`config.mk`:
```
export PLATFORM = sky130hd
export DESIGN_NAME = rbb_ctrl
export DESIGN_NICKNAME = d
export VERILOG_FILES = /design/src/rtl/core/rgb_box_blur_clipped_core_defines.svh /design/src/rtl/core/rbb_pkg.sv /design/src/rtl/core/rbb_ctrl.sv
export SDC_FILE = /design/constraint.sdc
export NUM_CORES = 1
export LEC_CHECK = 0
export BUFFER_PORTS_ARGS = -buffer_cell sky130_fd_sc_hd__clkbuf_2
export CAP_MARGIN = 20
export CORE_AREA = 8 8 45 47
export DETAILED_ROUTE_END_ITERATION = 10
export DIE_AREA = 0 0 53 55
export HOLD_SLACK_MARGIN = 0.15
export PLACE_DENSITY = 0.44
export SLEW_MARGIN = 15
export SYNTH_ARGS = -nofsm -noshare
export SYNTH_HDL_FRONTEND = slang
export SYNTH_SLANG_ARGS = --single-unit
export TNS_END_PERCENT = 5
```
`constraint.sdc`:
```
create_clock -name aclk -period 2.8 [get_ports aclk]
set_input_delay 0.42 -clock aclk [delete_from_list [all_inputs] [get_ports aclk]]
set_output_delay 0.42 -clock aclk [all_outputs]
set_load 0.02 [all_outputs]
```
`src/rtl/core/rgb_box_blur_clipped_core_defines.svh`:
```
// Assertion macros shared by the box blur core.
`ifndef RGB_BOX_BLUR_CLIPPED_CORE_DEFINES_SVH
`define RGB_BOX_BLUR_CLIPPED_CORE_DEFINES_SVH
`ifndef SYNTH
// Check a consequence in the same cycle as its cause.
`define RBB_ASSERT_SAME(label, ante, cons) \
    label: assert property (@(posedge aclk) disable iff (!aresetn) (ante) |-> (cons)) \
        else $error("rbb same-cycle check failed");
// Check a consequence in the cycle after its cause.
`define RBB_ASSERT_NEXT(label, ante, cons) \
    label: assert property (@(posedge aclk) disable iff (!aresetn) (ante) |=> (cons)) \
        else $error("rbb next-cycle check failed");
`else
`define RBB_ASSERT_SAME(label, ante, cons)
`define RBB_ASSERT_NEXT(label, ante, cons)
`endif
`endif

```
`src/rtl/core/rbb_pkg.sv`:
```
// Shared types and constants of the box blur core.
package rbb_pkg;

    localparam int MAX_WIDTH_DEF  = 1024;
    localparam int MAX_WINDOW_DEF = 15;
    localparam int MAX_HEIGHT     = 4096;

    localparam int WID_W      = 11;
    localparam int HGT_W      = 13;
    localparam int WIN_W      = 4;
    localparam int CH_W       = 8;
    localparam int NUM_CH     = 3;
    localparam int PIX_W      = 24;
    localparam int CNT_W      = 24;
    localparam int ROW_W      = 12;
    localparam int COL_W      = 11;
    localparam int HALF_W     = 3;
    localparam int SPAN_W     = 4;
    localparam int N_W        = 8;
    localparam int SUM_W      = 16;
    localparam int DIV_CNT_W  = 4;
    localparam int CFG_IDX_W  = 2;
    localparam int CFG_DATA_W = 13;

    localparam logic [WID_W-1:0] WIDTH_RST  = 11'd640;
    localparam logic [HGT_W-1:0] HEIGHT_RST = 13'd480;
    localparam logic [WIN_W-1:0] WINDOW_RST = 4'd3;

    typedef enum logic [CFG_IDX_W-1:0] {
        CFG_WIDTH  = 2'd0,
        CFG_HEIGHT = 2'd1,
        CFG_WINDOW = 2'd2
    } cfg_idx_t;

    typedef struct packed {
        logic [WID_W-1:0]  width;
        logic [HGT_W-1:0]  height;
        logic [HALF_W-1:0] half;
    } cfg_t;

    typedef enum logic [2:0] {
        ST_IDLE,
        ST_DECIDE,
        ST_SETUP,
        ST_SWEEP,
        ST_FLUSH,
        ST_DIV_LOAD,
        ST_DIVIDE,
        ST_OUTPUT
    } ctrl_state_t;

    typedef struct packed {
        logic accept;
        logic store;
        logic setup;
        logic sweep;
        logic div_load;
        logic div_step;
        logic out_load;
    } cmd_t;

    typedef struct packed {
        logic is_drain;
        logic in_done;
        logic hit;
        logic ready;
        logic sweep_last;
        logic div_last;
        logic out_free;
    } stat_t;

endpackage

```
`src/rtl/core/rbb_ctrl.sv`:
```
// Controller state machine of the box blur core.
module rbb_ctrl (
    input  logic           aclk,
    input  logic           aresetn,
    input  logic           s_tvalid,
    output logic           s_tready,
    input  rbb_pkg::stat_t stat,
    output rbb_pkg::cmd_t  cmd
);
    import rbb_pkg::*;

    ctrl_state_t state_reg;
    ctrl_state_t state_next;

    always_ff @(posedge aclk) begin
        if (!aresetn) begin
            state_reg <= ST_IDLE;
        end else begin
            state_reg <= state_next;
        end
    end

    // Next state
    always_comb begin
        state_next = state_reg;
        case (state_reg)
            ST_IDLE: begin
                if (s_tvalid) state_next = ST_DECIDE;
            end
            ST_DECIDE: begin
                if (stat.is_drain) begin
                    state_next = stat.ready ? ST_SETUP : ST_IDLE;
                end else begin
                    state_next = (!stat.in_done && stat.hit) ? ST_SETUP : ST_IDLE;
                end
            end
            ST_SETUP:    state_next = ST_SWEEP;
            ST_SWEEP: begin
                if (stat.sweep_last) state_next = ST_FLUSH;
            end
            ST_FLUSH:    state_next = ST_DIV_LOAD;
            ST_DIV_LOAD: state_next = ST_DIVIDE;
            ST_DIVIDE: begin
                if (stat.div_last) state_next = ST_OUTPUT;
            end
            ST_OUTPUT: begin
                if (stat.out_free) state_next = ST_IDLE;
            end
            default:     state_next = ST_IDLE;
        endcase
    end

    // Outputs
    always_comb begin
        s_tready     = 1'b0;
        cmd          = '0;
        case (state_reg)
            ST_IDLE: begin
                s_tready   = 1'b1;
                cmd.accept = s_tvalid;
            end
            ST_DECIDE:   cmd.store    = !stat.is_drain && !stat.in_done;
            ST_SETUP:    cmd.setup    = 1'b1;
            ST_SWEEP:    cmd.sweep    = 1'b1;
            ST_DIV_LOAD: cmd.div_load = 1'b1;
            ST_DIVIDE:   cmd.div_step = 1'b1;
            ST_OUTPUT:   cmd.out_load = stat.out_free;
            default: ;
        endcase
    end

endmodule

```
# Word-level counts from Yosys, hierarchy flattened
# Cells that the tools add are included.
[op_classes] n_mux=16 n_eq_ne=11 reduce_logical=6
[ops] operator="$pmux W3 S8" count=1
[ops] operator="$eq A3 B3 Y1 const B" count=4
[ops] operator="$mux W3" count=4
[ops] operator="$mux W1" count=8
[ops] operator="$ne A2 B2 Y1 const B" count=4
[ops] operator="$eq A3 B2 Y1 const B" count=2
[ops] operator="$mux W2" count=3
[ops] operator="$reduce_and A4 Y1" count=1
[ops] operator="$eq A3 B1 Y1 const B" count=1
[ops] operator="$logic_not A3 Y1" count=1
[ops] operator="$logic_and A1 B1 Y1" count=2
[ops] operator="$logic_not A1 Y1" count=2
[totals] output_inout_bits=8 wordCells=34 regBits=3 in_bits=10

# Longest topological paths before layout
[logic_depth] word_depth=5 mapped_depth=4 depth_no_buf=3

# Worst setup path after synthesis
# OpenSTA, ideal clock, no wires.
[synth_timing] path_kind="register -> output" start="register state_reg[0]" end="output cmd[6] (netlist bit)" path_slack_ns=1.001 stages_incl_launch_ff=4 path_buffers=1 required_ns=2.380 t_arrival_ns=1.379 path_cell_list="dfxtp_1 -> buf_2 -> nor3_1 -> and2_1"
[synth_lines] element="start: declaration" line_no="rbb_ctrl.sv:12" source="ctrl_state_t state_reg;"
[synth_lines] element="start signal: assignment" line_no="rbb_ctrl.sv:19" source="state_reg <= state_next;"
[synth_lines] element="end: declaration" line_no="rbb_ctrl.sv:8" source="output rbb_pkg::cmd_t cmd"

==> results_dict.tcl <==
set metrics [dict create \
    outcome "finished clean" \
    clk_latency_ps 230 \
    finalHoldViolations 0 \
    cts.htree.levels 1 \
    dpl.hpwl_um 623 \
    grt_use_total 0.0628 \
    final.setup.tns_ps 0 \
    cts_root_buf "clkbuf_4" \
    period_share 0.626 \
    worstHoldStart "aresetn" \
    setup_viol 0 \
    cts_setup_buffers 0 \
    drv_cap 0 \
    dp.cells 63 \
    crit_fanout 11 \
    wl_per_cell_um 12.0 \
    avgSynthCellArea_um2 8.04 \
    gp_congestion 0.748 \
    grt_pass1_wl_um 1370 \
    die_w_um 53 \
    rsz0062_at_grt "false" \
    firstDrtPassIters 3 \
    power_density_nw_per_um2 443 \
    syn_area_um2 265 \
    grt_max_degree 12 \
    ctsResizeCount 0 \
    numCtsBuffers 3 \
    portBuffers 17 \
    final_cell_mix "clkbuf_2 (17), nor2_1 (3), nor3_1 (3), clkbuf_4 (3), dfxtp_1 (3)" \
    vias_per_cell 4.34 \
    antenna_found_initial 0 \
    clkSinkCount 3 \
    relSlewSlack 0.706 \
    fp.coreArea_um2 1380 \
    worst_pin_slew_ps 440 \
    clock.fmax_mhz 570 \
    worstSetupPathType "flip-flop to primary output" \
    start_kind "flip-flop" \
    drt_iter0_drc 8 \
    antenna_cells 0 \
    synth_seq_cells 3 \
    layout-drive-gt1-share 0.451 \
    finalNonFillerCells 67 \
    irDropWorstVdd_uv 229 \
    syn-num-nets 43 \
    arrival_ps 1330 \
    ctsHoldBuffers 0 \
    clock_path_buffers 2 \
    mostFrequentLayoutCell "clkbuf_2" \
    largest_reg_flops 3 \
    area_growth_pct 42.0 \
    synthCells 33 \
    nNetsFinal 62 \
    ys_warn_count 0 \
    drc 0 \
    synth_seq_area_share 0.226 \
    fp.dieArea_um2 2920 \
    io_pins 18 \
    required_ps 2380 \
    synthDistinctLibCells 23 \
    gr-total-overflow 0 \
    initial_utilization 0.192 \
    fin_crit_ps 1750 \
    end_kind "primary output" \
    slew_violations 0 \
    rr_startpoint "state_reg[0]" \
    grt_pass1_vias 318 \
    die_h_um 55 \
    startpoint "state_reg[0]" \
    tritoncts "yes" \
    finClkSkew_ps 1.67 \
    min_path_type "input pin to flip-flop" \
    drtAntennaViolNets 0 \
    leakagePower_uw 0.000182 \
    num_rows 14 \
    clkTransAtPathRegs_ps 40 \
    vias 291 \
    routed_wl_um 802 \
]
## critical path, cell delays in order (launching register included)
cell      delay [ps]
dfxtp_1          430
nor3_1           340
and2_1           170
clkbuf_2         160
## power breakdown
part	leakage (uW)	switching [uW]	total (uW)	internal [uW]
registers	0.0000245	7.25	52.6	45.4
clock network	0.0000150	22.3	75.7	53.4
logic	0.000142	20.2	38.5	18.3
total	0.000182	49.8	167	117
## routing by layer
| layer | GRT usage | routed length (um) | up-vias |
|---|---|---|---|
| li1 | - | - | 155 |
| met1 | 0.0774 | 360 | 126 |
| met2 | 0.0859 | 364 | 10 |
| met3 | 0.0214 | 77 | 0 |
| met4 | 0.0517 | 0 | 0 |
| met5 | 0 | 0 | - |
## layout make-up
class / count / area, um2
inverters: 2 / 7.51
clock buffers: 4 / 26.3
repair buffers: 17 / 85.1
flip-flops and latches: 3 / 60.1
well taps: 16 / 20.0
multi-input cells: 25 / 178
fillers: 169 / 1010
## synthesized netlist by cell type
| cell type | count | area, um2 |
|---|---|---|
| dfxtp_1 | 3 | 60.1 |
| nor2_1 | 3 | 11.3 |
| nor3_1 | 3 | 15.0 |
| and2_1 | 2 | 12.5 |
| inv_1 | 2 | 7.51 |
| nand2_1 | 2 | 7.51 |
| nor3b_1 | 2 | 15.0 |
| a311oi_1 | 1 | 8.76 |
| a31oi_1 | 1 | 6.26 |
| and3_1 | 1 | 6.26 |
| and3_2 | 1 | 7.51 |
| buf_2 | 1 | 5.00 |
| buf_6 | 1 | 11.3 |
| clkbuf_1 | 1 | 3.75 |
| mux2i_1 | 1 | 10.0 |
| nand2b_4 | 1 | 13.8 |
| nor4_1 | 1 | 6.26 |
| nor4b_2 | 1 | 15.0 |
| o21a_1 | 1 | 7.51 |
| o311a_1 | 1 | 10.0 |
| o31a_1 | 1 | 8.76 |
| or2b_1 | 1 | 7.51 |
| xor2_1 | 1 | 8.76 |
## logic make-up after synthesis
logic type	share of synthesized area
AO/OA/AOI/OAI	0.156
XOR/XNOR	0.0330
buffers and inverters	0.104
flip-flops	0.226
multiplexers	0.0377
AND/OR/NAND/NOR	0.443
## path summary, 6_finish.rpt
check                           slack (ps)  cells past startpoint      endpoint
worst min register to register         680                      2  state_reg[2]
worst min-delay path                   440                      2  state_reg[1]
worst max register to register        1380                      3  state_reg[1]
worst max-delay path                  1050                      3        cmd[6]
## metrics by stage
| step | hold slack (ps) | instance area (um2) | utilization | setup slack [ps] | total power, uW |
|---|---|---|---|---|---|
| 2_1_floorplan | 538 | 265 | - | 1000 | 76.7 |
| 3_5_place_dp | 673 | 350 | 0.253 | 1320 | 91.7 |
| 3_3_place_gp | 674 | 350 | 0.253 | 1330 | 91.8 |
| 5_1_grt | 434 | 377 | 0.272 | 940 | 181 |
| 6_report | 438 | 377 | 0.272 | 1050 | 167 |
| 4_1_cts | 434 | 377 | 0.272 | 1030 | 170 |
No activity file was read; power rests on OpenSTA's default activity.
