[src/rtl/core/rgb_box_blur_clipped_core_defines.svh]
// Assertion macros shared by the box blur core.
`ifndef RGB_BOX_BLUR_CLIPPED_CORE_DEFINES_SVH
`define RGB_BOX_BLUR_CLIPPED_CORE_DEFINES_SVH
`ifndef SYNTH
// Check a consequence in the same cycle as its cause.
`define RBB_ASSERT_SAME(label, ante, cons) \
    label: assert property (@(posedge aclk) disable iff (!aresetn) (ante) |-> (cons)) \
        else $error("rbb same-cycle check failed");
// Check a consequence in the cycle after its cause.
`define RBB_ASSERT_NEXT(label, ante, cons) \
    label: assert property (@(posedge aclk) disable iff (!aresetn) (ante) |=> (cons)) \
        else $error("rbb next-cycle check failed");
`else
`define RBB_ASSERT_SAME(label, ante, cons)
`define RBB_ASSERT_NEXT(label, ante, cons)
`endif
`endif

[src/rtl/core/rbb_pkg.sv]
// Shared types and constants of the box blur core.
package rbb_pkg;

    localparam int MAX_WIDTH_DEF  = 1024;
    localparam int MAX_WINDOW_DEF = 15;
    localparam int MAX_HEIGHT     = 4096;

    localparam int WID_W      = 11;
    localparam int HGT_W      = 13;
    localparam int WIN_W      = 4;
    localparam int CH_W       = 8;
    localparam int NUM_CH     = 3;
    localparam int PIX_W      = 24;
    localparam int CNT_W      = 24;
    localparam int ROW_W      = 12;
    localparam int COL_W      = 11;
    localparam int HALF_W     = 3;
    localparam int SPAN_W     = 4;
    localparam int N_W        = 8;
    localparam int SUM_W      = 16;
    localparam int DIV_CNT_W  = 4;
    localparam int CFG_IDX_W  = 2;
    localparam int CFG_DATA_W = 13;

    localparam logic [WID_W-1:0] WIDTH_RST  = 11'd640;
    localparam logic [HGT_W-1:0] HEIGHT_RST = 13'd480;
    localparam logic [WIN_W-1:0] WINDOW_RST = 4'd3;

    typedef enum logic [CFG_IDX_W-1:0] {
        CFG_WIDTH  = 2'd0,
        CFG_HEIGHT = 2'd1,
        CFG_WINDOW = 2'd2
    } cfg_idx_t;

    typedef struct packed {
        logic [WID_W-1:0]  width;
        logic [HGT_W-1:0]  height;
        logic [HALF_W-1:0] half;
    } cfg_t;

    typedef enum logic [2:0] {
        ST_IDLE,
        ST_DECIDE,
        ST_SETUP,
        ST_SWEEP,
        ST_FLUSH,
        ST_DIV_LOAD,
        ST_DIVIDE,
        ST_OUTPUT
    } ctrl_state_t;

    typedef struct packed {
        logic accept;
        logic store;
        logic setup;
        logic sweep;
        logic div_load;
        logic div_step;
        logic out_load;
    } cmd_t;

    typedef struct packed {
        logic is_drain;
        logic in_done;
        logic hit;
        logic ready;
        logic sweep_last;
        logic div_last;
        logic out_free;
    } stat_t;

endpackage

[src/rtl/core/rbb_cfg.sv]
// Configuration registers of the box blur core with saturation and derived half window.
module rbb_cfg #(
    parameter int MAX_WIDTH  = rbb_pkg::MAX_WIDTH_DEF,
    parameter int MAX_WINDOW = rbb_pkg::MAX_WINDOW_DEF
) (
    input  logic                          aclk,
    input  logic                          aresetn,
    input  logic                          cfg_wr_en,
    input  logic [rbb_pkg::CFG_IDX_W-1:0]  cfg_addr,
    input  logic [rbb_pkg::CFG_DATA_W-1:0] cfg_wdata,
    output rbb_pkg::cfg_t                 cfg,
    output logic                          restart
);
    import rbb_pkg::*;

    localparam int HMAX = (MAX_WINDOW - 1) / 2;

    logic [WID_W-1:0]  width_reg;
    logic [HGT_W-1:0]  height_reg;
    logic [WIN_W-1:0]  window_reg;
    logic [WID_W-1:0]  width_next;
    logic [HGT_W-1:0]  height_next;
    logic [HALF_W-1:0] half_raw;

    // Saturate incoming values
    always_comb begin
        width_next = cfg_wdata[WID_W-1:0];
        if (width_next == '0) begin
            width_next = WID_W'(1);
        end else if (int'(width_next) > MAX_WIDTH) begin
            width_next = WID_W'(MAX_WIDTH);
        end
        height_next = cfg_wdata[HGT_W-1:0];
        if (height_next == '0) begin
            height_next = HGT_W'(1);
        end else if (int'(height_next) > MAX_HEIGHT) begin
            height_next = HGT_W'(MAX_HEIGHT);
        end
    end

    // Hold register values
    always_ff @(posedge aclk) begin
        if (!aresetn) begin
            width_reg  <= WIDTH_RST;
            height_reg <= HEIGHT_RST;
            window_reg <= WINDOW_RST;
        end else if (cfg_wr_en) begin
            case (cfg_idx_t'(cfg_addr))
                CFG_WIDTH:  width_reg  <= width_next;
                CFG_HEIGHT: height_reg <= height_next;
                CFG_WINDOW: window_reg <= cfg_wdata[WIN_W-1:0];
                default: ;
            endcase
        end
    end

    // Restart the frame on any write to a known register
    assign restart = cfg_wr_en &&
                     (cfg_idx_t'(cfg_addr) inside {CFG_WIDTH, CFG_HEIGHT, CFG_WINDOW});

    // An even side rounds up, so half is the side shifted right
    assign half_raw   = window_reg[WIN_W-1:1];
    assign cfg.width  = width_reg;
    assign cfg.height = height_reg;
    assign cfg.half   = (int'(half_raw) > HMAX) ? HALF_W'(HMAX) : half_raw;

endmodule

[config.mk]
export PLATFORM = sky130hd
export DESIGN_NAME = rbb_cfg
export DESIGN_NICKNAME = d
export VERILOG_FILES = /design/src/rtl/core/rgb_box_blur_clipped_core_defines.svh /design/src/rtl/core/rbb_pkg.sv /design/src/rtl/core/rbb_cfg.sv
export SDC_FILE = /design/constraint.sdc
export NUM_CORES = 1
export LEC_CHECK = 0
export BUFFER_PORTS_ARGS = -buffer_cell sky130_fd_sc_hd__buf_2
export CAP_MARGIN = 10
export CORE_ASPECT_RATIO = 1.25
export CORE_UTILIZATION = 41
export CTS_CLUSTER_DIAMETER = 100
export DETAILED_ROUTE_END_ITERATION = 6
export PLACE_DENSITY = 0.7
export SLEW_MARGIN = 20
export SYNTH_ARGS = -nofsm -noshare
export SYNTH_HDL_FRONTEND = slang
export SYNTH_SLANG_ARGS = --single-unit
export TNS_END_PERCENT = 20
[constraint.sdc]
create_clock -name aclk -period 1.4 [get_ports aclk]
set_input_delay 0.28 -clock aclk [delete_from_list [all_inputs] [get_ports aclk]]
set_output_delay 0.28 -clock aclk [all_outputs]
set_load 0.1 [all_outputs]
# == After elaboration in Yosys (flattened, before gate mapping) ==
# Index checks and enable logic that the tools add are counted.
# totals
ff_bits,28
latchBits,0
mem_bits_rw,0
rom_bits,0
in_bits,18
out_inout_bits,28
word_cells,19
memories,0
# op_classes
n_addsub,0
multipliers,0
div,0
magnitude_cmp,2
eq_ne,2
shifts,0
n_mux,4
n_bitwise,0
n_reduce_logical,8
# ops
op,count
2-to-1 mux 13 bit,2
2-to-1 mux 11 bit,2
"> comparator 13 bit, second input constant",1
zero test 13 bit,1
"> comparator 11 bit, second input constant",1
zero test 11 bit,1
AND reduction 2 bit,3
nonzero test 3 bit,1
"== test 2 x 1 -> 1 bit, second input constant",1
"== test 2 bit, second input constant",1
zero test 2 bit,1
logical AND 1 bit,1

# == Logic depth before layout (Yosys ltp) ==
# Gate-level depths: netlist (run 1).
# logic_depth
ltp_word,3
depth_mapped,5

# == Least setup slack after synthesis (run 1) ==
# No wires, ideal clock.
# synth_path
path_type,input to output
from,input cfg_wr_en
to,output restart
t_arrival_ns,2.469
t_required_ns,1.120
slack_ns,-1.349
path_stages,1
n_path_buf,0
cell_sequence,a21boi_0
# synth_between
elab_chain_len,1
# synth_lines
element,line,source
"start, declared",rbb_cfg.sv:8,"input logic cfg_wr_en,"
logical AND 1 bit,rbb_cfg.sv:58,assign restart = cfg_wr_en &&
"end, declared",rbb_cfg.sv:12,output logic restart
# No other way between the ends.

# == Worst setup path after layout (run 1) ==
# layout_path
from,register height_reg[3]
to,output cfg[6] (netlist name)
# layout_rtl
element,line,source
"start, declared",rbb_cfg.sv:19,logic [HGT_W-1:0] height_reg;
"start signal, assigned",rbb_cfg.sv:50,CFG_HEIGHT: height_reg <= height_next;
"end, declared",rbb_cfg.sv:11,"output rbb_pkg::cfg_t cfg,"
# No word-level cell between the ends.

==> summary.txt, run 1 <==
Timing
  • Setup Skew: 0 ns
  • Slew HR: 0.7641
  • Final period utilization: 0.9329
  • Final Hold Fails: 0
  • Finish-stage setup viols: 0
  • Actual slew at the worst max-slew pin: ~0.35 ns
  • FMAX: ~770 MHz
  • WHS: 0.1895 ns
  • Setup ws final: approximately 0.094 ns
  • Max Slew Vio Count: 0
  • RSZ-0062 raised after global routing: no
  • TNS Setup: 0 ns
  • Crit path time final: about 1.3 ns

Synth
  • Synth unique cells: 25
  • Mapped Nets: around 150
  • Syn Std Cell Area: 1101 um2
  • Synth Register Bits: 27
  • Syn_area_per_cell: a little under 9 um2
  • Synth Warn #: 0
  • Gate Count Post-Synth: between 100 and 150
  • Register area share after synthesis: 0.4909

Power and ir drop
  • Maximum VDD drop: ~0.00069 V
  • Pleak: between 0.0006 and 0.0007 uW
  • Clock Power Share: 0.222
  • P_sw: 551.5 uW
  • Comb power frac: 0.262
  • Power density over the cells: approximately 1000 nW/um2
  • Int Pwr: roughly 1000 uW
  • Net Sw Frac: 0.3519
  • Sequential group share of total power: 0.516

Clocking
  • Clock sink total: 27
  • Clock Path Buffers: 2
  • CTS tree: done
  • Clock transition at path regs: approximately 0.15 ns
  • Clock latency on the worst-skew pair: between 0.3 and 0.4 ns
  • # hold bufs at CTS: 0
  • Htree depth: 1
  • CTS root buf: clkbuf_4
  • CTS buffer count: 3

Worst hold path
  • Hold crit path type: in2reg
  • Hold path cells: 2
  • Hold Path End: window_reg[1]
  • Min-delay src: aresetn

Floorplan
  • Die area: roughly 2900 um2
  • IO Pins: 46
  • Core ar.: roughly 2500 um2
  • Effective utilization at floorplan: 0.4444
  • Die X: approximately 48 um
  • Row cnt: 20
  • Die Y: roughly 60 um

Global routing
  • GRT Total Usage: 0.2008
  • First-pass GRT wire length: 4.464 mm
  • Largest net degree at the start of global routing: 17
  • Grt total ovfl: 0
  • Initial antenna violation count: 0
  • Number of global-route vias before repair: between 1000 and 1500

Placement
  • Post-Place Cells: 210
  • DP HPWL: about 2.2 mm
  • Final RePlAce weighted congestion: 0.8718
  • DP Worst Slack: -0.07642 ns
  • Port Buffers: 45

Cells and area
  • Commonest non-fill, non-tap cell in the layout: nand2_1
  • Max reg flops: 13
  • Layout Cells excl Fill: about 210
  • Most frequent cells in the layout: 28 x nand2_1, 27 x dfxtp_1, 27 x buf_4, 17 x a21oi_1, 17 x buf_2
  • Fraction of layout cells with a size suffix above 1: 0.3536
  • Final Core Density: 0.6278
  • Area Growth Syn to Fin: 41.25%
  • ANT cells: 0
  • Final Net Count: 200
  • Fill count: between 200 and 250

Critical path
  • Worst path buffer plus inverter count: 1
  • Worst path cell trace: clkbuf_4
  • Crit. path cell count: 1
  • Worst reg2reg path depth: 2
  • Slowest cell on the critical path: dfxtp_1
  • Crit path kind: reg2out
  • CP endpoint kind: output pin
  • Crit path arrival time: 1.03 ns
  • R2R Path Start: width_reg[0]
  • Critical Path Start: height_reg[3]
  • Critical Path Fanout Max: 2
  • Worst r2r dst: width_reg[0]
  • Crit-path max cell delay: 0.36 ns
  • R2r setup slk: about 0.7 ns
  • CP delay by family, top: flip-flops
  • Worst Setup Start Kind: flop
  • Worst path required time: around 1.1 ns

Routing
  • DR vias: 1103
  • First-pass DRT Iterations: 4
  • Antenna-violating nets left: 0
  • Total wire length: approximately 2.8 mm
  • Initial detailed-routing violation count: 19
  • DR vias/cell: just over 5
  • DR WL/cell: 13.14 um
  • Residual DRC: 0

Run status
  • Outcome: finished, final reports clean

Job
  • MaxCap Viol Count: 0
==> synth_stat cells, drive strengths merged <==
cell type / instances / share of area
and3b: 1 / 0.0080
or3: 2 / 0.011
nand3b: 16 / 0.11
dfxtp: 27 / 0.49
nand3: 1 / 0.0045
inv: 2 / 0.0068
nand2: 28 / 0.095
o22ai: 1 / 0.0057
nand4: 1 / 0.0057
and3: 1 / 0.0057
or3b: 1 / 0.0080
a21oi: 17 / 0.077
nor3b: 2 / 0.018
nor2: 4 / 0.014
mux2i: 4 / 0.036
a21boi: 1 / 0.0068
buf: 3 / 0.014
clkbuf: 5 / 0.017
a311oi: 1 / 0.0080
nor4: 2 / 0.011
nor2b: 1 / 0.0057
o311ai: 1 / 0.0080
o21ai: 2 / 0.0091
a32oi: 3 / 0.024
==> cells by family (layout without fill, tap and decap cells) <==
family | count (synthesis) | count (layout) | synth area share
compound gates | 26 | 26 | 0.1386
buf+inv | 10 | 64 | 0.03750
flops | 27 | 27 | 0.4909
mux | 4 | 4 | 0.03637
simple gates | 60 | 60 | 0.2966
==> worst max path at each step <==
stage,to
finish,cfg[6]
global route,cfg[6]
CTS,cfg[6]
detailed placement,width_reg[8]
global placement,width_reg[8]
floorplan,width_reg[0]
==> layout make-up <==
class                      instances  area, um2  share of cell area
timing repair buffer              58      405.4              0.2607
inverter                           2      7.507            0.004827
tap                               33      41.29             0.02655
sequential                        27      540.5              0.3475
multi-input combinational         90      530.5              0.3411
clock inverter                     1      7.507            0.004827
clock buffer                       3      22.52             0.01448
==> power groups by stage <==
stage	Combinational (uW)	Sequential (uW)	Clock (uW)
floorplan	95.9	1010	0
finish	410	808	348
detailed placement	397	824	0
CTS	405	808	358
global placement	392	823	0
global route	427	812	391
==> what timing repair did <==
| item | in CTS | in global routing |
|---|---|---|
| setup endpoints to repair | 14 | 13 |
| buffers inserted | 0 | 0 |
| resized for setup | 14 | 13 |
==> through the flow <==
stage	total power [uW]	area (um2)
floorplan	1108	1112
global placement	1215	1458
detailed placement	1221	1458
CTS	1571	1523
global route	1631	1555
finish	1567	1555
==> per-layer routing <==
layer / up-vias / share of wire / routed length, um / global-route usage
met5: - / 0 / 0 / 0
met4: 0 / 0.014 / 38 / 0.09244
met3: 5 / 0.042 / 117 / 0.02799
met2: 32 / 0.52 / 1461 / 0.3581
met1: 514 / 0.42 / 1193 / 0.2418
li1: 552 / - / - / -
(Power assumes the default switching activity.)
==> inputs of run 2 (changes only) <==
- PLACE_DENSITY: 0.7 -> default
- PLACE_DENSITY_LB_ADDON: default -> 0.05
==> summary.txt, run 2 (same netlist as run 1, synthesis figures left out) <==
Critical path
  • Crit path arrival time: 1.02 ns (was 1.03 ns)
  • Critical Path Fanout Max: 2 (unchanged)
  • Worst Setup Start Kind: flop (unchanged)
  • R2r setup slk: 0.69 ns (was 0.70 ns)
  • Worst path buffer plus inverter count: 1 (unchanged)
  • Crit-path max cell delay: 0.37 ns (was 0.36 ns)
  • R2R Path Start: width_reg[0] (unchanged)
  • CP delay by family, top: flip-flops (unchanged)
  • CP endpoint kind: output pin (unchanged)
  • Worst r2r dst: width_reg[0] (unchanged)
  • Worst path required time: 1.12 ns (about the same)
  • Worst path cell trace: clkbuf_4 (unchanged)
  • Worst reg2reg path depth: 2 (unchanged)
  • Slowest cell on the critical path: dfxtp_1 (unchanged)
  • Crit path kind: reg2out (unchanged)

Clocking
  • Htree depth: 1 (unchanged)
  • Clock sink total: 27 (unchanged)
  • Clock latency on the worst-skew pair: 0.32 ns (about the same)
  • CTS buffer count: 3 (unchanged)
  • CTS tree: done (unchanged)
  • Clock transition at path regs: 0.15 ns (about the same)
  • Clock Path Buffers: 2 (unchanged)
  • # hold bufs at CTS: 0 (unchanged)
  • Postcts setup bufs: 0 (unchanged)
  • CTS root buf: clkbuf_4 (unchanged)

Global routing
  • First-pass GRT wire length: 4.602 mm (was 4.464 mm)
  • Grt total ovfl: 0 (unchanged)
  • Initial antenna violation count: 0 (unchanged)
  • GRT Total Usage: 0.2044 (was 0.2008)
  • Largest net degree at the start of global routing: 17 (unchanged)
  • Number of global-route vias before repair: 1004 (was 1001)

Placement
  • DP HPWL: 2.201 mm (was 2.185 mm)
  • Port Buffers: 45 (unchanged)
  • DP Worst Slack: 0.02412 ns (was -0.07642 ns)
  • Post-Place Cells: 209 (was 210)
  • Final RePlAce weighted congestion: 0.8196 (was 0.8718)

Routing
  • DR vias/cell: 5.136 (was 5.154)
  • First-pass DRT Iterations: 4 (unchanged)
  • Residual DRC: 0 (unchanged)
  • Initial detailed-routing violation count: 29 (was 19)
  • Antenna-violating nets left: 0 (unchanged)
  • DR WL/cell: 13.42 um (was 13.14 um)
  • DR vias: 1094 (was 1103)
  • Total wire length: 2.858 mm (was 2.811 mm)

Cells and area
  • Multi-input logic area: 530.5 um2 (unchanged)
  • Fraction of layout cells with a size suffix above 1: 0.3500 (was 0.3536)
  • Layout Cells excl Fill: 213 (was 214)
  • Area Growth Syn to Fin: 40.57% (was 41.25%)
  • FF+latch area: 540.5 um2 (unchanged)
  • Max reg flops: 13 (unchanged)
  • Fill count: 227 (was 225)
  • Most frequent cells in the layout: 28 x nand2_1, 27 x dfxtp_1, 23 x buf_4, 19 x clkbuf_4 (was 28 x nand2_1, 27 x dfxtp_1, 27 x buf_4, 17 x a21oi_1, 17 x buf_2)
  • ANT cells: 0 (unchanged)
  • Final Net Count: 199 (was 200)
  • Commonest non-fill, non-tap cell in the layout: nand2_1 (unchanged)

Job
  • MaxCap Viol Count: 0 (unchanged)

Worst hold path
  • Hold crit path type: in2reg (unchanged)
  • Min-delay src: aresetn (unchanged)
  • Hold Path End: window_reg[1] (unchanged)
  • Hold path cells: 2 (unchanged)

Timing
  • Setup ws final: 0.09741 ns (was 0.09397 ns)
  • WHS: 0.2042 ns (was 0.1895 ns)
  • Finish-stage setup viols: 0 (unchanged)
  • TNS Setup: 0 ns (unchanged)
  • Final period utilization: 0.9304 (was 0.9329)
  • Slew HR: 0.7324 (was 0.7641)
  • FMAX: 767.7 MHz (was 765.7 MHz)
  • RSZ-0062 raised after global routing: no (unchanged)
  • Final Hold Fails: 0 (unchanged)
  • Crit path time final: 1.303 ns (was 1.306 ns)
  • Actual slew at the worst max-slew pin: 0.3977 ns (was 0.3506 ns)
  • Setup Skew: 0 ns (unchanged)
  • Max Slew Vio Count: 0 (unchanged)

Power and ir drop
  • Pleak: 0.0006708 uW (was 0.0006754 uW)
  • Power density over the cells: 1013 nW/um2 (was 1008 nW/um2)
  • Maximum VDD drop: 0.0006512 V (was 0.0006919 V)
  • Total Power: 1568 uW (was 1567 uW)

Floorplan
  • Core ar.: 2477 um2 (unchanged)
  • Effective utilization at floorplan: 0.4444 (unchanged)
  • Die Y: 59.94 um (unchanged)
  • IO Pins: 46 (unchanged)
  • Die X: 48.35 um (unchanged)
  • Die area: 2898 um2 (unchanged)
  • Row cnt: 20 (unchanged)

Run status
  • Outcome: finished, final reports clean (unchanged)
[run 2: cell types whose count changed in the layout (fill, tap and decap cells not counted), sizes merged]
cell and delta:
buf -4, clkbuf +3
[run 2: per-stage QoR]
stage                     instance area [um2]    util
after global routing                     1548  0.6247
final                                    1548  0.6247
after global placement                   1450  0.5854
after floorplan                          1112       -
after CTS                                1508  0.6086
after detailed placement                 1450  0.5854
[run 2: area by class of cell]
type,count,share of cell area
flip-flops and latches,27,0.3492
inverters,2,0.004850
clock inverters,1,0.004850
multi-input cells,90,0.3428
well taps,33,0.02668
repair buffers,57,0.2571
clock buffers,3,0.01455
[run 2: worst max path at each step]
| stage | end | cells after the start | from | slack (ns) |
|---|---|---|---|---|
| 6_report | cfg[23] | 1 | width_reg[7] | 0.1 |
| 3_5_place_dp | width_reg[8] | 4 | cfg_addr[1] | 0.02 |
| 4_1_cts | cfg[16] | 1 | width_reg[0] | 0.001 |
| 2_1_floorplan | width_reg[0] | 2 | width_reg[0] | 0.005 |
| 5_1_grt | cfg[20] | 1 | width_reg[4] | 0.05 |
| 3_3_place_gp | width_reg[0] | 4 | cfg_addr[1] | 0.04 |
[run 2: metal layers]
layer,track usage,vias up,routed length (um)
met2,0.3883,33,1456
met3,0.02290,2,122
li1,-,549,-
met4,0.06303,0,17
met1,0.2426,510,1261
met5,0,-,0
[run 2: where the power goes]
part | switching, uW | internal, uW
clock network | 242 | 109
registers | 12.6 | 795
logic | 301 | 109
total | 555 | 1010
[run 2: what timing repair did]
item | 4_1_cts | 5_1_grt
pin swaps | 0 | 0
endpoints found under the setup margin | 11 | 16
cloned | 0 | 0
resized for setup | 11 | 16
==> inputs of run 3 (changes only) <==
- MAX_ROUTING_LAYER: default -> met4
==> summary.txt, run 3 (same netlist as run 1, synthesis figures left out) <==
Clocking
  • CTS buffer count: 3 (unchanged)
  • CTS root buf: clkbuf_4 (unchanged)
  • Clock transition at path regs: 0.15 ns (about the same)
  • # hold bufs at CTS: 0 (unchanged)
  • Clock latency on the worst-skew pair: 0.32 ns (about the same)
  • Post-CTS Resized: 11 (unchanged)
  • Postcts setup bufs: 0 (unchanged)
  • Clock Path Buffers: 2 (unchanged)
  • Htree depth: 1 (unchanged)
  • CTS tree: done (unchanged)
  • Clock sink total: 27 (unchanged)

Global routing
  • Largest net degree at the start of global routing: 17 (unchanged)
  • Grt met1 use: 0.2442 (was 0.2426)
  • GRT Total Usage: 0.2106 (was 0.2044)
  • Gr busiest metal: met2 (unchanged)
  • First-pass GRT wire length: 4.595 mm (was 4.602 mm)
  • Met3 Track Usage GR: 0.02036 (was 0.02290)
  • Number of global-route vias before repair: 1001 (was 1004)
  • Met2 GRT Util: 0.3883 (unchanged)
  • Grt total ovfl: 0 (unchanged)
  • Initial antenna violation count: 0 (unchanged)

Cells and area
  • Post-route cell area: 1548 um2 (unchanged)
  • Fraction of layout cells with a size suffix above 1: 0.3500 (unchanged)
  • Fill count: 227 (unchanged)
  • ANT cells: 0 (unchanged)
  • Final Net Count: 199 (unchanged)
  • Most frequent cells in the layout: 28 x nand2_1, 27 x dfxtp_1, 23 x buf_4, 19 x clkbuf_4 (unchanged)
  • Multi-input logic area: 530.5 um2 (unchanged)
  • Area Growth Syn to Fin: 40.57% (unchanged)
  • Commonest non-fill, non-tap cell in the layout: nand2_1 (unchanged)
  • FF+latch area: 540.5 um2 (unchanged)
  • Max reg flops: 13 (unchanged)

Floorplan
  • Core ar.: 2477 um2 (unchanged)
  • Effective utilization at floorplan: 0.4444 (unchanged)
  • Die Y: 59.94 um (unchanged)
  • Row cnt: 20 (unchanged)
  • IO Pins: 46 (unchanged)
  • Die area: 2898 um2 (unchanged)
  • Die X: 48.35 um (unchanged)

Critical path
  • Critical Path Fanout Max: 2 (unchanged)
  • Worst path buffer plus inverter count: 1 (unchanged)
  • CP endpoint kind: output pin (unchanged)
  • CP delay by family, top: flip-flops (unchanged)
  • Slowest cell on the critical path: dfxtp_1 (unchanged)
  • Worst Setup Start Kind: flop (unchanged)
  • Crit path kind: reg2out (unchanged)
  • Worst path cell trace: clkbuf_4 (unchanged)
  • Worst path required time: 1.12 ns (about the same)
  • Crit path arrival time: 1.02 ns (about the same)
  • Crit-path max cell delay: 0.37 ns (about the same)

Routing
  • DR WL/cell: 13.43 um (was 13.42 um)
  • Antenna-violating nets left: 0 (unchanged)
  • Residual DRC: 0 (unchanged)
  • DR vias/cell: 5.160 (was 5.136)
  • Initial detailed-routing violation count: 24 (was 29)
  • First-pass DRT Iterations: 4 (unchanged)
  • Total wire length: 2.860 mm (was 2.858 mm)
  • DR vias: 1099 (was 1094)

Timing
  • Final period utilization: 0.9313 (was 0.9304)
  • Slew HR: 0.7324 (unchanged)
  • RSZ-0062 raised after global routing: no (unchanged)
  • Max Slew Vio Count: 0 (unchanged)
  • Crit path time final: 1.304 ns (was 1.303 ns)
  • Actual slew at the worst max-slew pin: 0.3977 ns (unchanged)
  • TNS Setup: 0 ns (unchanged)
  • Final Hold Fails: 0 (unchanged)
  • FMAX: 767.0 MHz (was 767.7 MHz)
  • Finish-stage setup viols: 0 (unchanged)
  • WHS: 0.2044 ns (was 0.2042 ns)
  • Setup Skew: 0 ns (unchanged)

Run status
  • Outcome: finished, final reports clean (unchanged)

Placement
  • DP HPWL: 2.201 mm (unchanged)
  • Final RePlAce weighted congestion: 0.8319 (was 0.8196)
  • Placed inst area: 1450 um2 (unchanged)
  • Port Buffers: 45 (unchanged)

Power and ir drop
  • Net Sw Frac: 0.3540 (was 0.3537)
  • Maximum VDD drop: 0.0006505 V (was 0.0006512 V)
  • Clock Power Share: 0.224 (about the same)
  • Pleak: 0.0006708 uW (unchanged)
  • Sequential group share of total power: 0.515 (about the same)
  • Comb power frac: 0.261 (about the same)
  • Total Power: 1569 uW (was 1568 uW)
  • Int Pwr: 1013 uW (about the same)
  • P_sw: 555.4 uW (was 554.7 uW)
  • Power density over the cells: 1014 nW/um2 (was 1013 nW/um2)

Job
  • MaxCap Viol Count: 0 (unchanged)

Worst hold path
  • Hold crit path type: in2reg (unchanged)
==> run 3: cell counts in the layout (fill, tap and decap cells not counted) <==
No cell type changed its count.
==> run 3: worst paths after layout <==
kind	startpoint	end	slack (ns)	cells past startpoint
max	width_reg[7]	cfg[23]	0.1	1
min	aresetn	window_reg[1]	0.20	2
max reg2reg	width_reg[0]	width_reg[0]	0.69	2
min reg2reg	width_reg[4]	width_reg[4]	0.46	2
==> run 3: power groups by stage <==
stage                     clock network, uW  logic [uW]  registers (uW)
after detailed placement                  0         397             824
after global placement                    0         394             823
final                                   351         410             808
after global routing                    393         429             811
after floorplan                           0        95.9            1010
after CTS                               361         403             807
==> run 3: cell type report <==
type / count / area share
Sequential cell: 27 / 0.3492
Multi-Input combinational cell: 90 / 0.3428
Timing Repair Buffer: 57 / 0.2571
Tap cell: 33 / 0.02668
Clock buffer: 3 / 0.01455
Clock inverter: 1 / 0.004850
Inverter: 2 / 0.004850
==> run 3: worst reg2reg max path: cells and delay by family (launching register included) <==
kind             cells  cell delay, ns
AO/OA/AOI/OAI        1            0.09
flip-flops           1            0.36
AND/OR/NAND/NOR      1            0.20
==> run 3: metrics by stage <==
stage,instances,setup WS (ns),util
finish,213,0.09624,0.6247
floorplan,127,0.005166,-
detailed placement,209,0.02412,0.5854
global placement,209,0.04149,0.5854
CTS,213,0.0009591,0.6086
global route,213,0.05277,0.6247
==> run 3: layer usage <==
metal / vias up / routed length, um
li1: 549 / -
met1: 513 / 1258
met2: 35 / 1461
met3: 2 / 123
met4: 0 / 17
met5: - / 0
